<file path="src/rtl/itm_pkg.sv">
// Package for the interval timer: item, result and state types, register
// codes and constants. No dependencies.
`timescale 1ns / 1ps
`default_nettype none

package itm_pkg;

  // Item operation codes
  typedef enum logic [1:0] {
    OP_READ      = 2'd0,
    OP_WRITE     = 2'd1,
    OP_TICK      = 2'd2,
    OP_BUS_RESET = 2'd3
  } itm_op_t;

  // Register selects
  localparam logic REG_CSR   = 1'b0;
  localparam logic REG_VALUE = 1'b1;

  // CSR bit positions
  localparam int CSR_EN_BIT   = 0;
  localparam int CSR_PEND_BIT = 1;

  localparam int          DATA_W         = 8;
  localparam int          COUNT_W        = 16;
  localparam int          PRESC_W        = 4;
  localparam logic [7:0]  VALUE_READBACK = 8'hFF;

  typedef struct packed {
    itm_op_t     op;
    logic        reg_index;
    logic [7:0]  write_data;
  } itm_in_t;

  typedef struct packed {
    logic [7:0]  read_data;
    logic        irq;
  } itm_out_t;

  typedef struct packed {
    logic                enable;
    logic                pending;
    logic [COUNT_W-1:0]  reload;
    logic [COUNT_W-1:0]  countdown;
    logic [PRESC_W-1:0]  prescale;
  } itm_state_t;

  localparam itm_state_t STATE_RESET = '0;

endpackage : itm_pkg

`default_nettype wire

</file>
<file path="src/rtl/itm_step.sv">
// Next-state and result logic for one timer item.
// Depends on itm_pkg for the item, result and state types.
`timescale 1ns / 1ps
`default_nettype none

module itm_step #(
  parameter int PRESCALE_DIV = 16
) (
  input  itm_pkg::itm_state_t cur_state,
  input  itm_pkg::itm_in_t    item,
  output itm_pkg::itm_state_t nxt_state,
  output itm_pkg::itm_out_t   result
);
  import itm_pkg::*;

  localparam logic [PRESC_W:0] DIV_L = (PRESC_W+1)'(PRESCALE_DIV);

  logic [PRESC_W:0] presc_sum;
  logic [7:0]       rd;

  assign presc_sum = {1'b0, cur_state.prescale} + {{PRESC_W{1'b0}}, 1'b1};

  // Decode the item and update the state
  always_comb begin
    nxt_state = cur_state;
    rd        = '0;
    unique case (item.op)
      OP_READ: begin
        if (item.reg_index == REG_CSR) begin
          rd[CSR_EN_BIT]    = cur_state.enable;
          rd[CSR_PEND_BIT]  = cur_state.pending;
          nxt_state.pending = 1'b0;
        end else begin
          rd = VALUE_READBACK;
        end
      end
      OP_WRITE: begin
        if (item.reg_index == REG_CSR) begin
          if (item.write_data[CSR_EN_BIT] != cur_state.enable) begin
            nxt_state.enable  = item.write_data[CSR_EN_BIT];
            nxt_state.pending = 1'b0;
            if (item.write_data[CSR_EN_BIT]) begin
              nxt_state.countdown = cur_state.reload;
              nxt_state.prescale  = '0;
            end
          end
        end else begin
          nxt_state.reload  = {cur_state.reload[COUNT_W-DATA_W-1:0], item.write_data};
          nxt_state.enable  = 1'b0;
          nxt_state.pending = 1'b0;
        end
      end
      OP_TICK: begin
        if (cur_state.enable) begin
          if (presc_sum >= DIV_L) begin
            // One timer tick: expire on zero or one, else count down
            nxt_state.prescale = '0;
            if (cur_state.countdown <= COUNT_W'(1)) begin
              nxt_state.pending   = 1'b1;
              nxt_state.countdown = cur_state.reload;
            end else begin
              nxt_state.countdown = cur_state.countdown - COUNT_W'(1);
            end
          end else begin
            nxt_state.prescale = presc_sum[PRESC_W-1:0];
          end
        end
      end
      OP_BUS_RESET: begin
        nxt_state = STATE_RESET;
      end
      default: begin
        nxt_state = cur_state;
      end
    endcase
  end

  assign result.read_data = rd;
  assign result.irq       = nxt_state.enable & nxt_state.pending;

endmodule : itm_step

`default_nettype wire

</file>
<file path="src/rtl/interval_timer_with_csr.sv">
// Interval timer with CSR and reload value register: state registers and
// output register around itm_step. Depends on itm_pkg and itm_step.
//
// Usage:
//   The input channel (in_valid, in_stall, in_data) carries one item per
//   accepted cycle: a register read, a register write, an input clock tick
//   or a bus reset. Every item yields exactly one result on the output
//   channel (out_valid, out_stall, out_data): read data and the interrupt
//   line as it stands after that item.
//   The state updates and the result is registered at the edge that accepts
//   the item. Throughput is one item per cycle while the receiver does not
//   stall, set by the single-pass update between state and output registers.
//   When the receiver stalls, the result holds in the output register and
//   in_stall rises only while that register is full and stalled, so a new
//   item is taken in the same cycle the previous result drains.
//   Reset (rst_n low, synchronous) clears enable, pending, reload value,
//   countdown and prescaler and empties the output register. A bus reset
//   item has the same effect on the timer state and still yields a result.
`timescale 1ns / 1ps
`default_nettype none

module interval_timer_with_csr #(
  parameter int PRESCALE_DIV = 16
) (
  input  wire                 clk,
  input  wire                 rst_n,
  input  wire                 in_valid,
  output logic                in_stall,
  input  itm_pkg::itm_in_t    in_data,
  output logic                out_valid,
  input  wire                 out_stall,
  output itm_pkg::itm_out_t   out_data
);
  import itm_pkg::*;

  itm_state_t state_r;
  itm_state_t state_nxt;
  itm_out_t   result;
  itm_out_t   out_data_r;
  logic       out_valid_r;
  logic       accept;

  // Stall the input only while a result waits and the receiver stalls
  assign in_stall = out_valid_r & out_stall;
  assign accept   = in_valid & ~in_stall;

  itm_step #(
    .PRESCALE_DIV(PRESCALE_DIV)
  ) u_step (
    .cur_state(state_r),
    .item     (in_data),
    .nxt_state(state_nxt),
    .result   (result)
  );

  // Advance the timer state on each accepted item
  always_ff @(posedge clk) begin
    if (!rst_n) begin
      state_r <= STATE_RESET;
    end else if (accept) begin
      state_r <= state_nxt;
    end
  end

  // Hold the result until the receiver takes it
  always_ff @(posedge clk) begin
    if (!rst_n) begin
      out_valid_r <= 1'b0;
    end else if (accept) begin
      out_valid_r <= 1'b1;
    end else if (!out_stall) begin
      out_valid_r <= 1'b0;
    end
  end

  always_ff @(posedge clk) begin
    if (accept) begin
      out_data_r <= result;
    end
  end

  assign out_valid = out_valid_r;
  assign out_data  = out_data_r;

endmodule : interval_timer_with_csr

`default_nettype wire

</file>
<file path="config.mk">
export PLATFORM = sky130hd
export DESIGN_NAME = interval_timer_with_csr
export DESIGN_NICKNAME = d
export VERILOG_FILES = /design/src/rtl/itm_pkg.sv /design/src/rtl/itm_step.sv /design/src/rtl/interval_timer_with_csr.sv
export SDC_FILE = /design/constraint.sdc
export NUM_CORES = 1
export LEC_CHECK = 0
export BUFFER_PORTS_ARGS = -buffer_cell sky130_fd_sc_hd__buf_2
export CAP_MARGIN = 20
export CORE_ASPECT_RATIO = 0.5
export CORE_MARGIN = 2
export CORE_UTILIZATION = 45
export CTS_CLUSTER_DIAMETER = 50
export DETAILED_ROUTE_END_ITERATION = 7
export HOLD_SLACK_MARGIN = 0.02
export PLACE_DENSITY = 0.66
export REMOVE_ABC_BUFFERS = 1
export SYNTH_ARGS = -nofsm -noshare
export SYNTH_HDL_FRONTEND = slang
export SYNTH_HIERARCHICAL = 1
export SYNTH_SLANG_ARGS = --single-unit
export TNS_END_PERCENT = 50
</file>
<file path="constraint.sdc">
create_clock -name clk -period 6.9 [get_ports clk]
set_clock_uncertainty 0.1 [all_clocks]
set_input_delay 1.38 -clock clk [delete_from_list [all_inputs] [get_ports clk]]
set_output_delay 1.38 -clock clk [all_outputs]
set_load 0.02 [all_outputs]
</file>
==> qor.csv <==
metric;value;unit
die height;64.6;um
sequential share of the synthesized area;0.318;
commonest cells in the synthesized netlist;sky130_fd_sc_hd__nand2_1 (96), sky130_fd_sc_hd__mux2i_1 (40), sky130_fd_sc_hd__dfxtp_1 (39);
pin count of the biggest net entering global routing;78;
Synth area leaders;sky130_fd_sc_hd__dfxtp_1 (24%), sky130_fd_sc_hd__mux2i_1 (12%), sky130_fd_sc_hd__nand2_1 (11%);
kind of critical path;in2reg;
placed wire-length estimate after detailed placement;5.02;mm
# DRC;0;
count leader, synth;sky130_fd_sc_hd__nand2_1;
leading area contributor after synthesis;sky130_fd_sc_hd__dfxtp_1;
Placeable Area;0.00721;mm^2
placed cell areas;0.00338;mm^2
maximum fanout along the worst path;12;
Worst setup EP type;register;
number of buffers inserted for hold repair after clock tree synthesis;0;
violation count after the first detailed-routing iteration;252;
Startpoint Class;primary input;
effective utilization at floorplan;0.459;
number of maximum-capacitance violations;0;
final hold violations;0;
Final Max Tran Viols;0;
count of flip-flops with a built-in enable after synthesis;9;
root buffer cell;sky130_fd_sc_hd__clkbuf_16;
num ports;26;
static leakage power;1.33;nW
first-pass GRT wire length;12.8;mm
Crit path max-delay family;simple AND/OR/NAND/NOR gates;
TritonCTS clock tree;built;
highest clock frequency the design can meet;0.300;GHz
share of the synthesized area in the top cell type;0.236;
clock latency reported for the late side of the worst-skew pair;280;ps
number of warnings reported in the yosys synthesis log;6;
part of the power in the clock network;0.462;
clock input transition at the sequential cells of the worst setup and hold paths;70;ps
Tot Pwr;0.687;mW
setup repair after global routing missed its margin;no;
Max Buffers Root-to-Sink;2;
post-synthesis instance area;0.00331;mm^2
level count of the clock H-tree;2;
Post-Route Setup TNS;0;ps
Layout Cell Area excl Fill;0.00357;mm^2
proportion of power drawn by combinational gates;0.108;
library cells used by synthesis;59;
die width;125;um
detailed-route wire length per cell;14.9;um
# clock sinks;48;
outcome;finished clean;
total track usage;0.192;
worst endpoint required time;7000;ps
power density over the cells;192;mW/mm^2
GRT Residual Overflow;0;
share of cells above drive strength 1;0.118;
worst path bufs/invs;1;
Final Hold Slack;393;ps
Critical Path AT;3430;ps
wire length reported by the detailed router;7.53;mm
quantity of I/O buffers inserted on ports;25;
net switching share of the total power;0.234;
minimum clock period after layout;3330;ps
total iterations of the first detailed-routing run;4;
full die area;0.00810;mm^2
sequential power share;0.430;
period utilisation layout;0.483;
slowest cell on the critical path;sky130_fd_sc_hd__nor3_1;
via count;2862;
Int Pwr;0.526;mW
Post-CTS Resized;0;
Max transition margin;0.335;
via density per instance;5.68;
post-synthesis instance total;405;
Synth-to-Final Area Change;7.94;%
worst hold path class;reg2reg;
Seq cells post-synth;48;
Finish-stage setup viols;0;
Post-layout nets;427;
antenna violations before repair;0;
post-CTS setup repair buffer count;0;
synthesized area per cell;8.17;um^2
ANT cells;0;
number of global-route vias before repair;2503;
slew at the pin closest to its max-slew limit;989;ps
ys async rst share;0;
final estimated routing congestion in global placement;0.839;
cell-by-cell listing of the critical path;buf_2 -> ha_1 -> nand3b_1 -> nor3_1 -> a31o_2 -> a221o_1 -> nand2_1 -> mux2i_1;
Largest stage delay, worst path;610;ps
clock buffer count from CTS;5;
switching power;0.161;mW
Cell Rows;22;
remaining antenna violation count;0;
Main synth FF type;sky130_fd_sc_hd__dfxtp_1;
VDD IR-drop max;0.000117;V
[layout by cell type (no fill, tap or decap), types with 2 or more instances in the layout]
cell	netlist	routed
sky130_fd_sc_hd__o2bb2ai_1	16	16
sky130_fd_sc_hd__mux2i_1	40	40
sky130_fd_sc_hd__o21ai_0	9	9
sky130_fd_sc_hd__inv_1	8	8
sky130_fd_sc_hd__nor4_1	7	7
sky130_fd_sc_hd__ha_1	5	5
sky130_fd_sc_hd__nor3_1	8	8
sky130_fd_sc_hd__buf_2	6	25
sky130_fd_sc_hd__dfxtp_1	39	39
sky130_fd_sc_hd__or4_4	2	2
sky130_fd_sc_hd__or3_1	3	3
sky130_fd_sc_hd__a21oi_1	24	24
sky130_fd_sc_hd__o22ai_1	2	2
sky130_fd_sc_hd__a32o_1	2	2
sky130_fd_sc_hd__a22oi_1	4	4
sky130_fd_sc_hd__nor2_1	14	14
sky130_fd_sc_hd__nand4_1	5	5
sky130_fd_sc_hd__o31ai_1	3	3
sky130_fd_sc_hd__nor2b_1	17	17
sky130_fd_sc_hd__a221o_1	6	6
sky130_fd_sc_hd__edfxtp_1	9	9
sky130_fd_sc_hd__nand2_1	96	96
sky130_fd_sc_hd__o21a_1	4	4
sky130_fd_sc_hd__a31o_1	2	2
sky130_fd_sc_hd__clkbuf_16	0	5
sky130_fd_sc_hd__and2_1	4	4
sky130_fd_sc_hd__bufinv_16	0	2
sky130_fd_sc_hd__nor3b_1	2	2
sky130_fd_sc_hd__nand2b_1	2	2
sky130_fd_sc_hd__buf_4	8	2
sky130_fd_sc_hd__and3_1	2	2
sky130_fd_sc_hd__xnor2_1	5	5
sky130_fd_sc_hd__o211ai_1	8	8
[through the flow]
step | utilization | cells | setup WS (ps)
3_3_place_gp | 0.468 | 496 | 3340
6_report | 0.495 | 504 | 3570
2_1_floorplan | - | 373 | 3260
5_1_grt | 0.495 | 504 | 3290
3_5_place_dp | 0.468 | 496 | 3290
4_1_cts | 0.495 | 504 | 3590
[per-layer routing]
metal	vias to the layer above	share of wire	track usage
met4	0	0.0041	0.0292
li1	1457	-	-
met5	-	0	0
met3	2	0.048	0.0273
met2	59	0.43	0.301
met1	1344	0.52	0.286
[area by class of cell]
class / instances / area, um^2
fill: 711 / 3640
tap: 96 / 120
clock inverter: 3 / 68.8
sequential: 48 / 1050
inverter: 9 / 33.8
clock buffer: 5 / 125
timing repair buffer: 27 / 140
multi-input combinational: 316 / 2030
[cells by family (layout without fill, tap and decap cells)]
| logic type | after synthesis | count (layout) | synth area share |
|---|---|---|---|
| AO/OA/AOI/OAI | 91 | 91 | 0.198 |
| XOR/XNOR | 6 | 6 | 0.0159 |
| adder cells (fa/ha/maj) | 5 | 5 | 0.0189 |
| buffers and inverters | 41 | 44 | 0.0703 |
| flip-flops | 48 | 48 | 0.318 |
| multiplexers | 40 | 40 | 0.121 |
| AND/OR/NAND/NOR | 174 | 174 | 0.258 |
[sequential cells by signal, indices dropped and copies added (netlist names)]
register,count
out_valid,1
state_r,38
out_data,9
[worst register-to-register path, stage by stage (launching register included)]
cell and delay, ps:
sky130_fd_sc_hd__dfxtp_1 500, sky130_fd_sc_hd__inv_1 120, sky130_fd_sc_hd__ha_1 340, sky130_fd_sc_hd__nand3b_1 200
sky130_fd_sc_hd__nor3_1 610, sky130_fd_sc_hd__a31o_2 390, sky130_fd_sc_hd__a221o_1 200, sky130_fd_sc_hd__nand2_1 40
sky130_fd_sc_hd__mux2i_1 180
[path summary, 6_finish.rpt]
path,startpoint,to,slack [ps],depth (start not counted)
setup / recovery,in_data[0],state_r[9],3570,8
hold reg to reg,state_r[32],state_r[32],390,2
setup reg to reg,state_r[37],state_r[9],4150,8
hold / removal,state_r[32],state_r[32],390,2
[power groups by stage]
stage / Sequential, mW / Clock [mW] / Combinational [mW]
6_report: 0.295 / 0.317 / 0.0743
5_1_grt: 0.296 / 0.336 / 0.0819
4_1_cts: 0.295 / 0.323 / 0.0745
2_1_floorplan: 0.305 / 0 / 0.0418
3_5_place_dp: 0.302 / 0 / 0.0742
3_3_place_gp: 0.301 / 0 / 0.0737
No activity file was read; power rests on OpenSTA's default activity.
